[config.mk]
export PLATFORM = sky130hd
export DESIGN_NAME = cclh_fifo
export DESIGN_NICKNAME = d
export VERILOG_FILES = /design/src/cclh_fifo.sv
export SDC_FILE = /design/constraint.sdc
export NUM_CORES = 1
export LEC_CHECK = 0
export BUFFER_PORTS_ARGS = -buffer_cell sky130_fd_sc_hd__buf_4
export CORE_AREA = 4 4 41 43
export DETAILED_ROUTE_END_ITERATION = 6
export DIE_AREA = 0 0 45 47
export GPL_ROUTABILITY_DRIVEN = 0
export PLACE_DENSITY = 0.38
export SYNTH_ARGS = -nofsm -noshare
export SYNTH_HDL_FRONTEND = slang
export SYNTH_SLANG_ARGS = --single-unit
[constraint.sdc]
create_clock -name clk -period 1.6 [get_ports clk]
set_input_delay 0.32 -clock clk [delete_from_list [all_inputs] [get_ports clk]]
set_output_delay 0.32 -clock clk [all_outputs]
set_load 0.02 [all_outputs]
[src/cclh_fifo.sv]
// ----------------------------------------------------------------------------
// cclh_fifo: small register queue
// Decouples two sides with push/full and pop/empty; data shows at the head
// while empty is low.
// ----------------------------------------------------------------------------
`default_nettype none

module cclh_fifo #(
  parameter int WIDTH = 1,
  parameter int DEPTH = 2
) (
  input  wire logic             clk,
  input  wire logic             rst,
  input  wire logic             push,
  input  wire logic [WIDTH-1:0] push_data,
  output logic                  full,
  input  wire logic             pop,
  output logic [WIDTH-1:0]      pop_data,
  output logic                  empty
);

  localparam int PTR_W = (DEPTH > 1) ? $clog2(DEPTH) : 1;
  localparam int CNT_W = $clog2(DEPTH + 1);

  logic [WIDTH-1:0] slots [DEPTH];
  logic [PTR_W-1:0] wr_ptr;
  logic [PTR_W-1:0] rd_ptr;
  logic [CNT_W-1:0] count;
  logic             do_push;
  logic             do_pop;

  assign full     = (count == CNT_W'(DEPTH));
  assign empty    = (count == '0);
  assign do_push  = push && !full;
  assign do_pop   = pop && !empty;
  assign pop_data = slots[rd_ptr];

  // Advance pointers and fill level
  always_ff @(posedge clk) begin
    if (rst) begin
      wr_ptr <= '0;
      rd_ptr <= '0;
      count  <= '0;
    end else begin
      if (do_push) wr_ptr <= (wr_ptr == PTR_W'(DEPTH - 1)) ? '0 : wr_ptr + 1'b1;
      if (do_pop)  rd_ptr <= (rd_ptr == PTR_W'(DEPTH - 1)) ? '0 : rd_ptr + 1'b1;
      unique case ({do_push, do_pop})
        2'b10:   count <= count + 1'b1;
        2'b01:   count <= count - 1'b1;
        default: count <= count;
      endcase
    end
  end

  // Store the incoming beat
  always_ff @(posedge clk) begin
    if (do_push) slots[wr_ptr] <= push_data;
  end

endmodule

`default_nettype wire

# ---- Word-level counts from Yosys, hierarchy flattened
# Memories as Yosys holds them, arrays and structs flattened. A register that Yosys moved wholly into a read port is not among the register bits.
# Index checks and enable logic that the tools add are counted.
dict set report classes {
  add_sub_neg 4
  eq_ne 3
  muxes 7
  reduce_logical 6
}
# cell count
set op_table {}
lappend op_table {{1-bit two-way mux} 6}
lappend op_table {{2-bit == test (second input constant)} 2}
lappend op_table {{2-bit case mux with 2 select lines} 1}
lappend op_table {{1-bit adder (second input constant)} 2}
lappend op_table {{2-bit by 1-bit adder with 2-bit output (second input constant)} 1}
lappend op_table {{2-bit by 1-bit == test with 1-bit output (second input constant)} 1}
lappend op_table {{1-bit logical AND} 2}
lappend op_table {{1-bit zero test} 2}
lappend op_table {{2-bit zero test} 1}
lappend op_table {{2-bit nonzero test} 1}
lappend op_table {{2-bit by 1-bit subtractor with 2-bit output (second input constant)} 1}
dict set report totals {
  reg_bits 4
  ram_bits 2
  input_bits 5
  output_inout_bits 3
  elab_cells 24
  mem_count 1
}
# memory words width rd rd_ports_with_merged_regs write_ports line
set mem_list {}
lappend mem_list {slots 2 1 1 1 1 25} ;# logic [WIDTH-1:0] slots [DEPTH];

# ---- Logic depth before layout (Yosys ltp)
# Gate-level depths: netlist of run 1.
dict set report depth {
  word_depth 5
  depth_mapped 6
  mapped_depth_nobuf 6
}

# ---- Worst setup path after synthesis of run 1
# No wires, ideal clock.
dict set report synth_path {
  path_type {reg2reg}
  start {register count[0]}
  end {register count[1]}
  setup_ps 70
  t_arrival_ps 1343
  required_time_ps 1530
  slack_ps 187
  path_stages_with_launch 6
  path_buffers 0
  synth_period_minus_slack_ps 1413
  cell_sequence {dfxtp_1 -> nand2b_2 -> nand2_1 -> ha_1 -> or3_1 -> a21oi_1}
}
dict set report synth_between {
  elab_chain_len 5
  elab_cells_between_ends 12
  cone_classes {2 x add/sub; 3 x eq/ne; 1 x mux; 6 x reduce/logical}
}
# element line
set synth_lines {}
lappend synth_lines {{from (decl)} 28} ;# logic [CNT_W-1:0] count;
lappend synth_lines {{from (signal assigned)} 48} ;# 2'b10: count <= count + 1'b1;
lappend synth_lines {{from (signal assigned)} 49} ;# 2'b01: count <= count - 1'b1;
lappend synth_lines {{from (signal assigned)} 50} ;# default: count <= count;
lappend synth_lines {{2-bit == test / 2-bit zero test (equally long branches)} {32, 33}}
lappend synth_lines {{1-bit zero test (on tied branches)} {34, 35}}
lappend synth_lines {{1-bit logical AND (on tied branches)} {34, 35}}
lappend synth_lines {{2-bit by 1-bit == test with 1-bit output / 2-bit == test (equally long branches)} 47} ;# unique case ({do_push, do_pop})
lappend synth_lines {{2-bit case mux with 2 select lines / 2-bit nonzero test (equally long branches)} n/a}
# Several ways; a longest one is shown, not always the timed one.
# A chain may end at the register's enable or synchronous reset.

# ---- Final worst setup path of run 1
dict set report layout_path {
  start {register count[1]}
  end {register count[1]}
}
dict set report layout_between {
  elab_chain_len 5
  elab_cells_between_ends 12
  cone_classes {2 x add/sub; 3 x eq/ne; 1 x mux; 6 x reduce/logical}
}
# element line
set layout_lines {}
lappend layout_lines {{2-bit zero test (*)} 33} ;# assign empty = (count == '0);
lappend layout_lines {{1-bit zero test (*)} 35} ;# assign do_pop = pop && !empty;
lappend layout_lines {{1-bit logical AND (*)} 35}
lappend layout_lines {{net do_pop} 30} ;# logic do_pop;
lappend layout_lines {{2-bit by 1-bit == test with 1-bit output / 2-bit == test (equally long branches)} 47}
lappend layout_lines {{2-bit case mux with 2 select lines / 2-bit nonzero test (equally long branches)} n/a}
# The timed path passes the listed nets; every way through them passes the cells marked *.

==> results.json, run 1 <==
{
  "drive_above_1_share": 0.350,
  "cts_tree": "yes",
  "cp_max_fo": 5,
  "clock_path_buffers": 2,
  "start_util": 0.227,
  "period_needed_ns": 1.49,
  "ctsHoldBuffers": 0,
  "syn-num-nets": 35,
  "synth_warnings": 0,
  "cp_cell_sequence": "o21a_1, ha_1, or3_1, a21oi_1",
  "cp.required_ns": 1.78,
  "portBuffers": 7,
  "die-area_mm2": 0.00212,
  "synth-seq-cells": 7,
  "final_net_count": 47,
  "clk_pin_slew_ns": 0.06,
  "antenna_cells": 0,
  "path_delay_family": "compound AO/OA/AOI/OAI gates",
  "ir_drop_uv": 548,
  "ios": 8,
  "intPower_w": 0.000495,
  "crit_path_max_incr_delay_ns": 0.36,
  "power.leakage_nw": 0.177,
  "synth_top_area_share": 0.339,
  "pwr_density_cell_mw_per_mm2": 1970,
  "synth_area_leader_cell": "dfxtp_1",
  "min_path_type": "in -> reg",
  "r2r_slack_ns": 0.11,
  "tightest_slew_ns": 0.187,
  "grt_pass1_wl_um": 841,
  "p_sw_w": 0.000281,
  "ant_nets": 0,
  "reg2reg_to": "count[1]",
  "hpwlAfterDp_um": 441,
  "end_kind": "flop",
  "max_freq_ghz": 0.672,
  "outcome": "completed",
  "max_cap_violations": 0,
  "area.growth.synth_to_final_pct": 33.5,
  "chipHeight_um": 47,
  "dieWidth_um": 45,
  "final.setup.tns_ns": 0,
  "slew_violations": 0,
  "grt_pass1_vias": 210,
  "post_drt_via_cell_ratio": 4.40,
  "synth_area_leaders": "dfxtp_1 34%, edfxtp_1 20%, xnor2_1 5.9%",
  "drc": 0,
  "hold_start": "push_data",
  "root_buffer": "clkbuf_4",
  "min_period_over_period": 0.930,
  "final_util": 0.303,
  "setup_viol": 0,
  "num_vias": 242,
  "wl_um": 597,
  "drt_iter0_markers": 3,
  "avgSynthCellArea_um2": 10.2,
  "worstRegToRegCells": 4,
  "core_region_area_mm2": 0.00130,
  "htreeDepth": 1,
  "min_to": "slots[1]",
  "rsz0062_at_grt": "false",
  "synthCells": 29,
  "antenna_found_initial": 0,
  "slew_headroom": 0.874,
  "cpMaxStageDelayCell": "or3_1",
  "cp_num_buf_inv": 0,
  "whs_path_depth": 1,
  "grt.total_usage": 0.0627,
  "worst-setup-path-type": "reg -> reg",
  "cts.sinks": 7,
  "seqPwrFrac": 0.374,
  "synth-seq-area-share": 0.542,
  "final-hold-violation-count": 0,
  "grt_max_degree": 6,
  "cp_data_arrival_time_ns": 1.67,
  "ys_types": 16,
  "clock_skew_ns": 0.00154,
  "swShare": 0.362,
  "insertion_delay_ns": 0.25,
  "cp-start-kind": "flop",
  "comb_power_share": 0.416,
  "wire_per_inst_um": 10.9,
  "grt-ovfl-total": 0,
  "dr.pass1.iters": 4,
  "row_count": 13,
  "clockPowerShare": 0.210,
  "r2r-start": "count[1]",
  "syn-cell-area_um2": 295,
  "numCtsBuffers": 3
}
## layout by cell type (no fill, tap or decap), drive strengths merged
cell type  netlist  routed
buf              0       7
dfxtp            5       5
nor2             4       4
clkbuf           0       4
inv              3       3
or3              2       2
xnor2            2       2
o21ai            2       2
a21oi            2       2
edfxtp           2       2
o21a             1       1
nand2b           1       1
nand2            1       1
mux2             1       1
and3             1       1
xor2             1       1
ha               1       1
## final cells by class
type	count	area, µm²
sequential	7	161
inverter	3	11.3
fill	146	907
timing repair buffer	7	52.6
tap	15	18.8
multi-input combinational	19	124
clock buffer	4	26.3
## how the worst max path moves through the flow
stage / startpoint / end / cells past startpoint
final: count[1] / count[1] / 4
after global routing: count[1] / count[1] / 4
after CTS: count[0] / count[1] / 5
after detailed placement: count[0] / count[1] / 5
after global placement: count[0] / count[1] / 5
after floorplan: count[0] / count[1] / 5
## synthesized netlist by cell type
master    number
inv_1          2
a21oi_1        2
xor2_1         1
nor2_1         4
ha_1           1
o21ai_0        2
mux2_2         1
dfxtp_1        5
nand2_1        1
nand2b_2       1
o21a_1         1
inv_2          1
xnor2_1        2
edfxtp_1       2
and3_1         1
or3_1          2
## power by group through the flow
| stage | clock, W | sequential (W) | combinational (W) |
|---|---|---|---|
| floorplan | 0 | 0.000280 | 0.000225 |
| global placement | 0 | 0.000285 | 0.000309 |
| detailed placement | 0 | 0.000292 | 0.000321 |
| CTS | 0.000168 | 0.000288 | 0.000322 |
| global route | 0.000178 | 0.000298 | 0.000355 |
| finish | 0.000163 | 0.000290 | 0.000323 |
## worst reg2reg max path: cells and delay by family, from the launching register on
| kind | cells | cell delay (ns) |
|---|---|---|
| simple gates | 1 | 0.36 |
| flops | 1 | 0.35 |
| compound gates | 2 | 0.37 |
| fa+ha+maj | 1 | 0.34 |
## through the flow
step / worst slack (ns) / hold slack [ns] / power, W / instance area [µm²] / std cells
after global routing: 0.0499 / 0.243 / 0.000832 / 394 / 55
after floorplan: 0.187 / 0.389 / 0.000505 / 295 / 29
after CTS: 0.0610 / 0.247 / 0.000779 / 393 / 55
final: 0.111 / 0.254 / 0.000776 / 394 / 55
after global placement: 0.155 / 0.470 / 0.000594 / 367 / 51
after detailed placement: 0.0825 / 0.480 / 0.000612 / 367 / 51
## layer usage
layer	global-route usage	vias up	share of wire
met5	0	-	0
met4	0.0702	0	0.0084
met3	0.0345	2	0.067
met2	0.0904	8	0.50
met1	0.0600	113	0.42
li1	-	119	-
## timing repair
item	4_1_cts	5_1_grt
resized for setup	0	1
endpoints found under the setup margin	0	1
buffers inserted	0	0
## logic make-up after synthesis
| kind of cell | Yosys count | share of synthesized area |
|---|---|---|
| flops | 7 | 0.542 |
| simple gates | 9 | 0.157 |
| xor+xnor | 3 | 0.0890 |
| buf+inv | 3 | 0.0381 |
| compound gates | 5 | 0.0932 |
| mux | 1 | 0.0381 |
| fa+ha+maj | 1 | 0.0424 |
No activity file was read; power rests on OpenSTA's default activity.
==> run 2: changes to the inputs <==
PLACE_DENSITY = 0.52   (was 0.38)
==> run 2 against run 1 <==
Cell count unchanged. First-iteration DRC count unchanged. Core utilization did not move. Sequential power barely moved. Flip-flop and latch count stayed put. Via count fell by 9.9%. Critical path type unchanged.
==> results.json, run 2 (synthesis gave the netlist of run 1 again) <==
{
  "final_common_cell": "buf_4",
  "min_path_type": "in -> reg",
  "layout_common_cells": "7 x buf_4, 4 x nor2_1, 4 x dfxtp_1",
  "grt-ovfl-total": 0,
  "ant_nets": 0,
  "clock_skew_ns": 0.00582,
  "r2r-start": "count[1]",
  "slew_headroom": 0.885,
  "ir_drop_uv": 729,
  "grt.total_usage": 0.0563,
  "insertion_delay_ns": 0.25,
  "reg2reg_to": "count[1]",
  "cp_num_buf_inv": 0,
  "cp-start-kind": "flop",
  "r2r_slack_ns": 0.16,
  "clk_pin_slew_ns": 0.05,
  "pwr_density_cell_mw_per_mm2": 1920,
  "row_count": 13,
  "max_cap_violations": 0,
  "grt_max_degree": 6,
  "fillers": 147,
  "grt_pass1_vias": 218,
  "start_util": 0.227,
  "cts_tree": "yes",
  "ios": 8,
  "cp_max_fo": 5,
  "min_period_over_period": 0.902,
  "cp_cell_sequence": "o21a_1, ha_1, or3_1, a21oi_1",
  "path_delay_family": "compound AO/OA/AOI/OAI gates",
  "final_net_count": 47,
  "drc": 0,
  "period_needed_ns": 1.44,
  "wire_per_inst_um": 9.16,
  "rsz0062_at_grt": "false",
  "portBuffers": 7,
  "post_drt_via_cell_ratio": 3.96,
  "max_freq_ghz": 0.693,
  "grt_pass1_wl_um": 807,
  "chipHeight_um": 47,
  "drive_above_1_share": 0.350,
  "cts.sinks": 7,
  "cp.required_ns": 1.78,
  "hpwlAfterDp_um": 383,
  "outcome": "completed",
  "die-area_mm2": 0.00212,
  "final-hold-violation-count": 0,
  "core_region_area_mm2": 0.00130,
  "numCtsBuffers": 3,
  "antenna_cells": 0,
  "root_buffer": "clkbuf_4",
  "min_to": "slots[1]",
  "dr.pass1.iters": 2,
  "slew_violations": 0,
  "power_w": 0.000759,
  "cp_data_arrival_time_ns": 1.63,
  "num_vias": 218,
  "antenna_found_initial": 0,
  "hold_start": "push_data",
  "htreeDepth": 1,
  "end_kind": "flop",
  "whs_path_depth": 1,
  "worst-setup-path-type": "reg -> reg",
  "clock_path_buffers": 2,
  "cpMaxStageDelayCell": "or3_1",
  "crit_path_max_incr_delay_ns": 0.35,
  "tightest_slew_ns": 0.171,
  "setup_viol": 0,
  "power.leakage_nw": 0.177,
  "final.setup.tns_ns": 0,
  "crit_start": "count[1]",
  "wl_um": 504,
  "worstRegToRegCells": 4,
  "drt_iter0_markers": 3,
  "area.growth.synth_to_final_pct": 33.5,
  "dieWidth_um": 45
}
-- run 2: cell counts in the layout (fill, tap and decap cells not counted) --
Identical to the previous run, type by type.
-- run 2: final cells by class --
type	count	area [µm²]	share of cell area
sequential	7	161	0.410
tap	15	18.8	0.0476
timing repair buffer	7	52.6	0.133
clock buffer	4	26.3	0.0667
multi-input combinational	19	124	0.314
inverter	3	11.3	0.0286
-- run 2: stage by stage --
stage               setup WS [ns]  area (µm²)  utilization  std cells  hold slack (ns)
floorplan                   0.187         295            -         29            0.389
global placement            0.110         367        0.282         51            0.476
detailed placement         0.0936         367        0.282         51            0.478
CTS                        0.0834         393        0.302         55            0.263
global route               0.0496         394        0.303         55            0.257
finish                      0.156         394        0.303         55            0.267
-- run 2: worst max path at each step --
stage,to,slack [ns],cells past startpoint
after floorplan,count[1],0.19,5
after global placement,count[1],0.11,5
after detailed placement,count[1],0.09,5
after CTS,count[1],0.08,5
after global routing,count[1],0.05,5
final,count[1],0.16,4
-- run 2: repair_timing --
action / CTS / global route
setup buffers: 0 / 0
resized for setup: 0 / 1
hold buffers: 0 / 0
endpoints found under the setup margin: 0 / 1
-- run 2: power by group --
part / total, W / switching [W] / internal, W
registers: 0.000290 / 0.0000454 / 0.000245
logic: 0.000311 / 0.000156 / 0.000155
clock network: 0.000157 / 0.0000624 / 0.0000950
-- run 2: per-layer routing --
layer  routed length (µm)  GRT usage  vias to the layer above
li1                     -          -                      121
met1                  263     0.0667                       89
met2                  183     0.0819                        8
met3                   57     0.0268                        0
met4                    0     0.0351                        0
met5                    0          0                        -
-- run 2: worst reg2reg max path, stage by stage, from the launching register on --
cell and delay (ns):
dfxtp_1 0.34, o21a_1 0.23, ha_1 0.33, or3_1 0.35
a21oi_1 0.13
