`src/cclh_pkg.sv`:
```
// ----------------------------------------------------------------------------
// cclh_pkg: shared types and constants for the character-class line histogram
// Holds the action codes, the command and result beats that pass between the
// front end, the queues and the back end, and the byte classifier functions.
// ----------------------------------------------------------------------------
`default_nettype none

package cclh_pkg;

  // Field widths fixed by the interface
  localparam int CLASS_W     = 4;
  localparam int LEN_W       = 10;
  localparam int MASK_W      = 15;
  localparam int REPLY_W     = 32;
  localparam int NUM_CLASSES = 15;

  localparam logic [LEN_W-1:0]  LEN_SAT    = 10'd1023;
  localparam logic [7:0]        NEWLINE    = 8'h0A;
  localparam logic [MASK_W-1:0] MASK_ALL   = 15'h7FFF;
  localparam logic [MASK_W-1:0] MASK_DIGIT = 15'h5C71;
  localparam logic [MASK_W-1:0] MASK_LOWER = 15'h6D92;
  localparam logic [MASK_W-1:0] MASK_UPPER = 15'h76A4;
  localparam logic [MASK_W-1:0] MASK_OTHER = 15'h7B48;

  localparam logic REPLY_LINE = 1'b0;
  localparam logic REPLY_READ = 1'b1;

  // Defaults for the top-level parameters
  localparam int DEF_MAX_LENGTH  = 12;
  localparam int DEF_COUNT_WIDTH = 32;
  localparam int QUEUE_DEPTH     = 2;

  typedef enum logic [1:0] {
    ACT_BYTE     = 2'd0,
    ACT_RD_TOTAL = 2'd1,
    ACT_RD_BIN   = 2'd2,
    ACT_RD_GRAND = 2'd3
  } action_t;

  // Work handed from the front end to the back end
  typedef struct packed {
    action_t            op;   // ACT_BYTE marks a finished line
    logic [CLASS_W-1:0] cls;  // line class or class selector
    logic [LEN_W-1:0]   len;  // line length or length selector
    logic               ovf;  // line too long for a length bin
    logic               bad;  // selector out of range, read returns zero
  } cmd_t;

  // Result beat
  typedef struct packed {
    logic               reply_kind;
    logic [CLASS_W-1:0] line_class;
    logic [LEN_W-1:0]   line_length;
    logic               length_overflow;
    logic [REPLY_W-1:0] count_value;
  } res_t;

  // Class mask of one text byte
  function automatic logic [MASK_W-1:0] byte_mask(input logic [7:0] b);
    logic [MASK_W-1:0] m;
    begin
      if (b >= 8'h30 && b <= 8'h39) m = MASK_DIGIT;
      else if (b >= 8'h61 && b <= 8'h7A) m = MASK_LOWER;
      else if (b >= 8'h41 && b <= 8'h5A) m = MASK_UPPER;
      else m = MASK_OTHER;
      return m;
    end
  endfunction

  // Index of the lowest set bit; an empty mask picks the last class
  function automatic logic [CLASS_W-1:0] lowest_class(input logic [MASK_W-1:0] m);
    logic [CLASS_W-1:0] c;
    begin
      c = CLASS_W'(NUM_CLASSES - 1);
      for (int i = MASK_W - 1; i >= 0; i--) begin
        if (m[i]) c = CLASS_W'(i);
      end
      return c;
    end
  endfunction

endpackage

`default_nettype wire

```
`src/cclh_front.sv`:
```
// ----------------------------------------------------------------------------
// cclh_front: byte classifier and line tracker
// Folds each text byte into the running class mask and length; on a newline
// or a read action, emits one command beat for the back end.
// ----------------------------------------------------------------------------
`default_nettype none

module cclh_front #(
  parameter int MAX_LENGTH = cclh_pkg::DEF_MAX_LENGTH
) (
  input  wire logic                           clk,
  input  wire logic                           rst,
  input  wire logic                           accept,
  input  wire logic [1:0]                     action,
  input  wire logic [7:0]                     char_byte,
  input  wire logic [cclh_pkg::CLASS_W-1:0]   class_select,
  input  wire logic [3:0]                     length_select,
  output logic                                cmd_push,
  output cclh_pkg::cmd_t                      cmd
);

  logic [cclh_pkg::MASK_W-1:0] class_mask;
  logic [cclh_pkg::LEN_W-1:0]  current_length;
  cclh_pkg::action_t           act;
  logic                        is_newline;

  assign act        = cclh_pkg::action_t'(action);
  assign is_newline = (char_byte == cclh_pkg::NEWLINE);
  assign cmd_push   = accept && ((act != cclh_pkg::ACT_BYTE) || is_newline);

  // Build the command beat
  always_comb begin
    cmd.op  = act;
    cmd.cls = class_select;
    cmd.len = cclh_pkg::LEN_W'(length_select);
    cmd.ovf = 1'b0;
    cmd.bad = (class_select > cclh_pkg::CLASS_W'(cclh_pkg::NUM_CLASSES - 1)) ||
              ((act == cclh_pkg::ACT_RD_BIN) &&
               (cclh_pkg::LEN_W'(length_select) >= cclh_pkg::LEN_W'(MAX_LENGTH)));
    if (act == cclh_pkg::ACT_BYTE) begin
      cmd.cls = cclh_pkg::lowest_class(class_mask);
      cmd.len = current_length;
      cmd.ovf = (current_length >= cclh_pkg::LEN_W'(MAX_LENGTH));
      cmd.bad = 1'b0;
    end
  end

  // Fold text bytes into the line state; restart on newline
  always_ff @(posedge clk) begin
    if (rst) begin
      class_mask     <= cclh_pkg::MASK_ALL;
      current_length <= '0;
    end else if (accept && (act == cclh_pkg::ACT_BYTE)) begin
      if (is_newline) begin
        class_mask     <= cclh_pkg::MASK_ALL;
        current_length <= '0;
      end else begin
        class_mask <= class_mask & cclh_pkg::byte_mask(char_byte);
        if (current_length != cclh_pkg::LEN_SAT) current_length <= current_length + 1'b1;
      end
    end
  end

endmodule

`default_nettype wire

```
`config.mk`:
```
export PLATFORM = sky130hd
export DESIGN_NAME = cclh_front
export DESIGN_NICKNAME = d
export VERILOG_FILES = /design/src/cclh_pkg.sv /design/src/cclh_front.sv
export SDC_FILE = /design/constraint.sdc
export NUM_CORES = 1
export LEC_CHECK = 0
export BUFFER_PORTS_ARGS = -buffer_cell sky130_fd_sc_hd__buf_2
export CAP_MARGIN = 20
export CORE_ASPECT_RATIO = 1.5
export CORE_MARGIN = 2
export CORE_UTILIZATION = 50
export CTS_CLUSTER_SIZE = 28
export DETAILED_ROUTE_END_ITERATION = 6
export PLACE_DENSITY = 0.75
export SYNTH_ARGS = -nofsm -noshare
export SYNTH_HDL_FRONTEND = slang
export SYNTH_SLANG_ARGS = --single-unit
```
`constraint.sdc`:
```
create_clock -name clk -period 2.3 [get_ports clk]
set_input_delay 0.345 -clock clk [delete_from_list [all_inputs] [get_ports clk]]
set_output_delay 0.345 -clock clk [all_outputs]
set_load 0.01 [all_outputs]
```
# == After elaboration in Yosys (flattened, before gate mapping) ==
# Cells that the tools add are included.
# word_totals
word_cells,52
out_inout_bits,19
regBits,25
input_bits,21
# classes
add_sub_neg,1
mux,24
bitwise,1
n_reduce_logical,12
magnitude_cmp,9
eq_ne,3
# ops
operator,n
15-bit 2-to-1 mux,4
4-bit 2-to-1 mux,13
10-bit 2-to-1 mux,2
8-bit by 7-bit >= comparator with 1-bit output (second input constant),2
8-bit by 7-bit less-or-equal comparator with 1-bit output (second input constant),2
16-bit 2-to-1 mux,1
15-bit AND,1
14-bit 2-to-1 mux,1
13-bit 2-to-1 mux,1
12-bit 2-to-1 mux,1
10-bit by 1-bit adder with 10-bit output (second input constant),1
10-bit by 4-bit >= comparator with 1-bit output (second input constant),1
10-bit inequality test (second input constant),1
8-bit by 4-bit == test with 1-bit output (second input constant),1
8-bit by 6-bit >= comparator with 1-bit output (second input constant),1
8-bit by 6-bit less-or-equal comparator with 1-bit output (second input constant),1
1-bit logical AND,6
4-bit >= comparator (second input constant),1
4-bit > comparator (second input constant),1
2-bit nonzero test,2
2-bit == test (second input constant),1
2-bit zero test,1
1-bit logical OR,2
2-bit 2-to-1 mux,1
2-bit AND reduction,1

# == Depth between registers and ports, before layout ==
# Gate-level depths: netlist (run 1).
# depth
ltp_word,15
depth_mapped,7
mapped_depth_nobuf,6

# == Worst setup path before layout (run 1) ==
# Ideal clock, no wire load.
# synth_path
path_type,input to register
startpoint,in char_byte[0]
endpoint,reg current_length[3] in the netlist's numbering
setup_ns,0.066
required_ns,2.234
arrival_ns,1.873
n_path_buf,0
setup_slack_ns,0.361
path_stages,5
path_cell_list,or4_4 > nor4_4 > o21ai_2 > or3_1 > a21oi_2
# synth_via
elab_chain_cells,3
elab_cells_between_ends,4
cone_classes,eq/ne (1); mux (1); reduce/logical (2)
# synth_lines
element,line_no,rtl
start: declaration,cclh_front.sv:15,"input wire logic [7:0] char_byte,"
8-bit by 4-bit == test with 1-bit output *,cclh_front.sv:28,assign is_newline = (char_byte == cclh_pkg::NEWLINE);
2-bit nonzero test (no source line),-,
2-bit AND reduction (no source line),-,
end signal: assignment,cclh_front.sv:59,if (current_length != cclh_pkg::LEN_SAT) current_length <= current_length + 1'b1;
end: declaration,cclh_front.sv:23,logic [cclh_pkg::LEN_W-1:0] current_length;
# Every way passes the cells marked *; elsewhere a longest branch is shown, timed or not.
# A chain may end at the register's enable or synchronous reset.

==> results.ini, run 1 <==
[job]
drv_cap=0

[logic_synthesis]
ys_warn_count=0
syn-cell-area_mm2=0.00140
syn_nets=212
synthCells=189
synth-seq-cells=24
ys_seq_area_share_pct=34.2
ys_types=46
syn_area_per_cell_um2=7.43

[clock_network]
cts.hold.buffers_added=0
cts.path.max_buffers=2
cts_root_buf=clkbuf_8
postCtsSetupRepairBufs=0
ctsResizeCount=0
cts_num_sinks=24
h-tree-depth=1
cts_tree=done
clock_latency_ps=260
clk_pin_slew_ps=90
cts_buffers=3

[global_routing]
grt_max_degree=16
grt_antenna_before_repair=0
grt_pass1_vias=1349
grt_pass1_wl_mm=5.57
grt_usage_pct=23.1
grt-ovfl-total=0

[floorplanning]
ioPinCount=40
start_util_pct=52.5
die-area_mm2=0.00326
dieHeight_um=68.9
row_count=23
design.core.area_mm2=0.00268
die_x_um=47.3

[timing]
whs_ps=327
timing.final.crit_share_pct=86.2
finClkSkew_ps=0.664
fin_tns_setup_ps=0
finalHoldViolations=0
drv_slew=0
worstMarginPinSlew_ps=825
slew-limit-headroom_pct=45.0
max_freq_mhz=504
period_needed_ps=1980
setup_violations=0
rsz0062_at_grt=false

[worst_setup_path]
critical_path_required_ps=1960
cp.arrival_ps=1640
crit_type=flip-flop to primary output
cp-end-kind=primary output
cp_max_fo=3
startpoint_type=flip-flop

[routing]
dr.first_iter.drc_count=34
route.vias.total=1481
wl_per_cell_um=13.2
drc=0
dr.pass1.iters=4
drt-total-wl_mm=3.49
viasPerCell=5.61
ant_nets=0

[layout]
syn2layout_area_growth_pct=20.6
diodes=0
layout.nets=251
drive_above_1_share_pct=23.8

[placed_design]
port_buffers=39
place.gp.congestion=0.885
place.detailed.hpwl_mm=2.74

[power_and_ir_drop]
power_density_mw_per_mm2=541
ir_worst_vdd_v=0.000370
p_leak_nw=0.718
total_power_mw=0.915

[outcome]
status=finished, final reports clean

[worst_hold_path]
min_path_type=input port to flip-flop

-- area by class of cell --
class | instances | area (µm²)
flip-flops and latches | 24 | 480
clock buffers | 3 | 41.3
clock inverters | 1 | 30.0
repair buffers | 42 | 218
multi-input cells | 154 | 866
inverters | 3 | 11.3
well taps | 37 | 46.3
fillers | 265 | 983
-- worst max-delay path: stages, from the launching register on --
cell and delay (ps):
dfxtp_1 350, nor2_1 140, o21ai_0 110, a211o_1 300, a211oi_1 250, o41ai_1 90
buf_2 140
-- sequential cells by signal (all words and copies together), names as in the netlist --
signal	flops
class_mask	14
current_length	10
-- per-layer routing --
layer	up-vias	global-route usage (%)	routed length, µm
li1	742	-	-
met1	686	25.1	1380
met2	45	43.9	1890
met3	8	2.60	159
met4	0	7.29	61
met5	-	0	0
-- synth_stat cells (all sizes together) --
cell type  count  area, µm²
a211o          1       8.76
a211oi         2       15.0
a21o           2       16.3
a21oi         12       63.8
a22oi          1       7.51
a31oi          2       12.5
and2           8       50.1
and3           1       6.26
and4           1       8.76
buf            3       26.3
clkbuf         5       20.0
dfxtp         24        480
ha             2       25.0
inv            3       11.3
mux2i          1       10.0
nand2         34        128
nand2b         2       12.5
nand3          6       30.0
nand3b         2       15.0
nand4          3       18.8
nor2          27        101
nor2b          1       6.26
nor3           2       10.0
nor3b          2       15.0
nor4           4       40.0
o211ai         4       30.0
o21a           1       7.51
o21ai         17       92.6
o21bai         1       7.51
o221ai         1       8.76
o22a           2       17.5
o31ai          1       7.51
o41ai          1       8.76
or2            1       6.26
or3            1       6.26
or4            4       35.0
or4bb          1       11.3
xor2           3       26.3
-- per-stage QoR --
stage               setup WS (ps)  area [µm²]  std cells  utilization [%]
floorplan                     361        1400        189                -
global placement              325        1620        260             60.6
detailed placement            277        1620        260             60.6
CTS                           326        1690        264             63.3
global route                  273        1690        264             63.3
finish                        317        1690        264             63.3
-- cells by family (layout without fill, tap and decap cells) --
family / after synthesis / count (layout) / synth area share (%)
AND/OR/NAND/NOR: 100 / 100 / 35.7
adder cells (fa/ha/maj): 2 / 2 / 1.78
buffers and inverters: 11 / 49 / 4.10
AO/OA/AOI/OAI: 48 / 48 / 21.7
XOR/XNOR: 3 / 3 / 1.87
flip-flops: 24 / 24 / 34.2
multiplexers: 1 / 1 / 0.713
-- power breakdown --
group	internal, mW	switching [mW]	total (mW)	leakage, nW
clock	0.232	0.138	0.371	0.0357
combinational	0.0456	0.0660	0.112	0.488
sequential	0.425	0.00843	0.433	0.195
-- cell usage in the layout, fill, tap and decap left out, types with 3 or more instances in the layout --
master | synthesis | final
inv_1 | 3 | 3
a21oi_1 | 11 | 11
clkbuf_8 | 0 | 3
buf_4 | 2 | 3
nand2_1 | 34 | 34
buf_2 | 0 | 39
nand3_1 | 6 | 6
nor2_1 | 27 | 27
o21ai_0 | 15 | 15
nor4_1 | 3 | 3
xor2_1 | 3 | 3
and2_1 | 8 | 8
o211ai_1 | 4 | 4
dfxtp_1 | 24 | 24
nand4_1 | 3 | 3
-- path summary, 6_finish.rpt --
kind | slack, ps | startpoint | end | depth (start not counted)
max | 320 | class_mask[11] | cmd[13] | 6
min | 330 | rst | current_length[2] | 2
max reg2reg | 480 | current_length[4] | current_length[7] | 5
min reg2reg | 490 | class_mask[5] | class_mask[5] | 2
Note: power is estimated with default switching activity, not from simulation.
==> run 2: changes to the inputs <==
Clock period 2.3 ns to 2.1 ns, I/O delays scaled along.
==> results.ini, run 2 (synthesized netlist as in run 1, its figures left out) <==
[floorplanning]
dieHeight_um=68.9  ; unchanged
row_count=23  ; unchanged
ioPinCount=40  ; unchanged
die_x_um=47.3  ; unchanged
die-area_mm2=0.00326  ; unchanged
start_util_pct=52.5  ; unchanged
design.core.area_mm2=0.00268  ; unchanged

[power_and_ir_drop]
switchingPower_mw=0.237  ; was 0.213 mW
switching_share_pct=23.5  ; was 23.2%
power_density_mw_per_mm2=593  ; was 541 mW/mm²
power.internal_mw=0.771  ; was 0.703 mW
total_power_mw=1.01  ; was 0.915 mW
ir_worst_vdd_v=0.000449  ; was 0.000370 V
seq_power_share_pct=47.1  ; was 47.3%
clock_power_share_pct=40.6  ; was 40.5%
p_leak_nw=0.724  ; was 0.718 nW
power_frac_comb_pct=12.3  ; was 12.2%

[global_routing]
grt_pass1_wl_mm=5.77  ; was 5.57 mm
grt-ovfl-total=0  ; unchanged
grtUsageMet1_pct=24.2  ; was 25.1%
grt_use_met2_pct=44.6  ; was 43.9%
grt.busiest_layer=met2  ; unchanged
grt_usage_pct=24.6  ; was 23.1%
met3_usage_pct=2.86  ; was 2.60%
grt_max_degree=16  ; unchanged
grt_antenna_before_repair=0  ; unchanged
grt_pass1_vias=1427  ; was 1349

[layout]
largest_reg_flops=14  ; unchanged
layout_common_cells=buf_2, nand2_1, nor2_1, dfxtp_1, o21ai_0  ; unchanged
layout_commonest_cell=buf_2  ; unchanged
top_regs=class_mask: 14 flops, current_length: 10 flops  ; unchanged
syn2layout_area_growth_pct=21.1  ; was 20.6%
drive_above_1_share_pct=24.1  ; was 23.8%
layout.nets=252  ; was 251
diodes=0  ; unchanged
final_cell_area_mm2=0.00170  ; was 0.00169 mm²
top_register=class_mask  ; unchanged

[worst_setup_path]
crit_type=flip-flop to primary output  ; unchanged
reg2reg_depth=5  ; unchanged
r2r_setup_slack_ps=300  ; was 480 ps
cp-end-kind=primary output  ; unchanged
critical_path_required_ps=1780  ; was 1960 ps
max_stage_delay_ps=350  ; about the same
cp_max_fo=3  ; unchanged
cp_cell_sequence=nor2_1 > o21ai_0 > a211o_1 > a211oi_1 > o41ai_1 > buf_2  ; unchanged
reg2reg_to=current_length[9]  ; was current_length[7]
startpoint_type=flip-flop  ; unchanged
r2r-start=current_length[4]  ; unchanged
cp.arrival_ps=1640  ; about the same
slowest_stage=dfxtp_1  ; unchanged

[routing]
drt-total-wl_mm=3.59  ; was 3.49 mm
wl_per_cell_um=13.5  ; was 13.2 µm
ant_nets=0  ; unchanged
route.vias.total=1510  ; was 1481
viasPerCell=5.70  ; was 5.61
dr.first_iter.drc_count=48  ; was 34
dr.pass1.iters=4  ; unchanged
drc=0  ; unchanged

[timing]
drv_slew=0  ; unchanged
fin_tns_setup_ps=0  ; unchanged
finalHoldViolations=0  ; unchanged
rsz0062_at_grt=false  ; unchanged
max_freq_mhz=512
setup_violations=0  ; unchanged
worstMarginPinSlew_ps=742  ; was 825 ps
timing.final.crit_share_pct=93.1
slew-limit-headroom_pct=50.2  ; was 45.0%
period_needed_ps=1950
finClkSkew_ps=2.87  ; was 0.664 ps

[worst_hold_path]
whs_endpoint=current_length[2]  ; unchanged
min_path_cells=2  ; unchanged
min_from=rst  ; unchanged
min_path_type=input port to flip-flop  ; unchanged

[clock_network]
clk_pin_slew_ps=90  ; about the same
cts_num_sinks=24  ; unchanged
ctsResizeCount=0  ; unchanged
cts_buffers=3  ; unchanged
cts.hold.buffers_added=0  ; unchanged
clock_latency_ps=270  ; was 260 ps
cts_tree=done  ; unchanged
cts.path.max_buffers=2  ; unchanged
cts_root_buf=clkbuf_8  ; unchanged
h-tree-depth=1  ; unchanged
postCtsSetupRepairBufs=0  ; unchanged

[placed_design]
post_dp_cell_area_mm2=0.00163  ; was 0.00162 mm²
place.gp.congestion=0.886  ; was 0.885
port_buffers=39  ; unchanged
place.detailed.hpwl_mm=2.84  ; was 2.74 mm

[job]
drv_cap=0  ; unchanged

[outcome]
status=finished, final reports clean  ; unchanged

==> run 2: cell count changes in the layout (fill, tap and decap cells not counted), sizes merged <==
cell	change
buf	+1
==> run 2: worst max-delay path: cells and delay by family, from the launching register on <==
family	cells	cell delay (ps)
buf+inv	1	140
compound gates	4	740
flops	1	350
simple gates	1	140
==> run 2: per-layer routing <==
| metal | up-vias | wire (µm) |
|---|---|---|
| met5 | - | 0 |
| met4 | 0 | 135 |
| met3 | 12 | 161 |
| met2 | 54 | 1880 |
| met1 | 699 | 1410 |
| li1 | 745 | - |
==> run 2: power by group through the flow <==
stage | logic [mW] | clock network (mW) | registers [mW]
after floorplan | 0.0713 | 0 | 0.482
after global placement | 0.119 | 0 | 0.485
after detailed placement | 0.124 | 0 | 0.485
after CTS | 0.125 | 0.411 | 0.475
after global routing | 0.138 | 0.430 | 0.476
final | 0.124 | 0.410 | 0.475
==> run 2: area by class of cell <==
| class | count | area [µm²] |
|---|---|---|
| Fill cell | 251 | 976 |
| Inverter | 3 | 11.3 |
| Timing Repair Buffer | 43 | 225 |
| Tap cell | 37 | 46.3 |
| Clock buffer | 3 | 41.3 |
| Clock inverter | 1 | 30.0 |
| Sequential cell | 24 | 480 |
| Multi-Input combinational cell | 154 | 866 |
==> run 2: worst max-delay path by stage <==
stage,start,end,slack [ps],cells after the start
after CTS,class_mask[11],cmd[13],120,6
after global placement,char_byte[0],current_length[3],150,7
after detailed placement,char_byte[0],current_length[9],100,7
after floorplan,char_byte[0],current_length[3],190,5
after global routing,class_mask[10],cmd[13],20,6
final,class_mask[11],cmd[13],150,6
==> run 2: stage by stage <==
stage | cells | hold WS [ps] | utilization, % | setup WS (ps)
2_1_floorplan | 189 | 384 | - | 191
3_3_place_gp | 261 | 465 | 60.9 | 150
3_5_place_dp | 261 | 470 | 60.9 | 99.5
4_1_cts | 265 | 275 | 63.5 | 122
5_1_grt | 265 | 268 | 63.5 | 22.2
6_report | 265 | 283 | 63.5 | 145
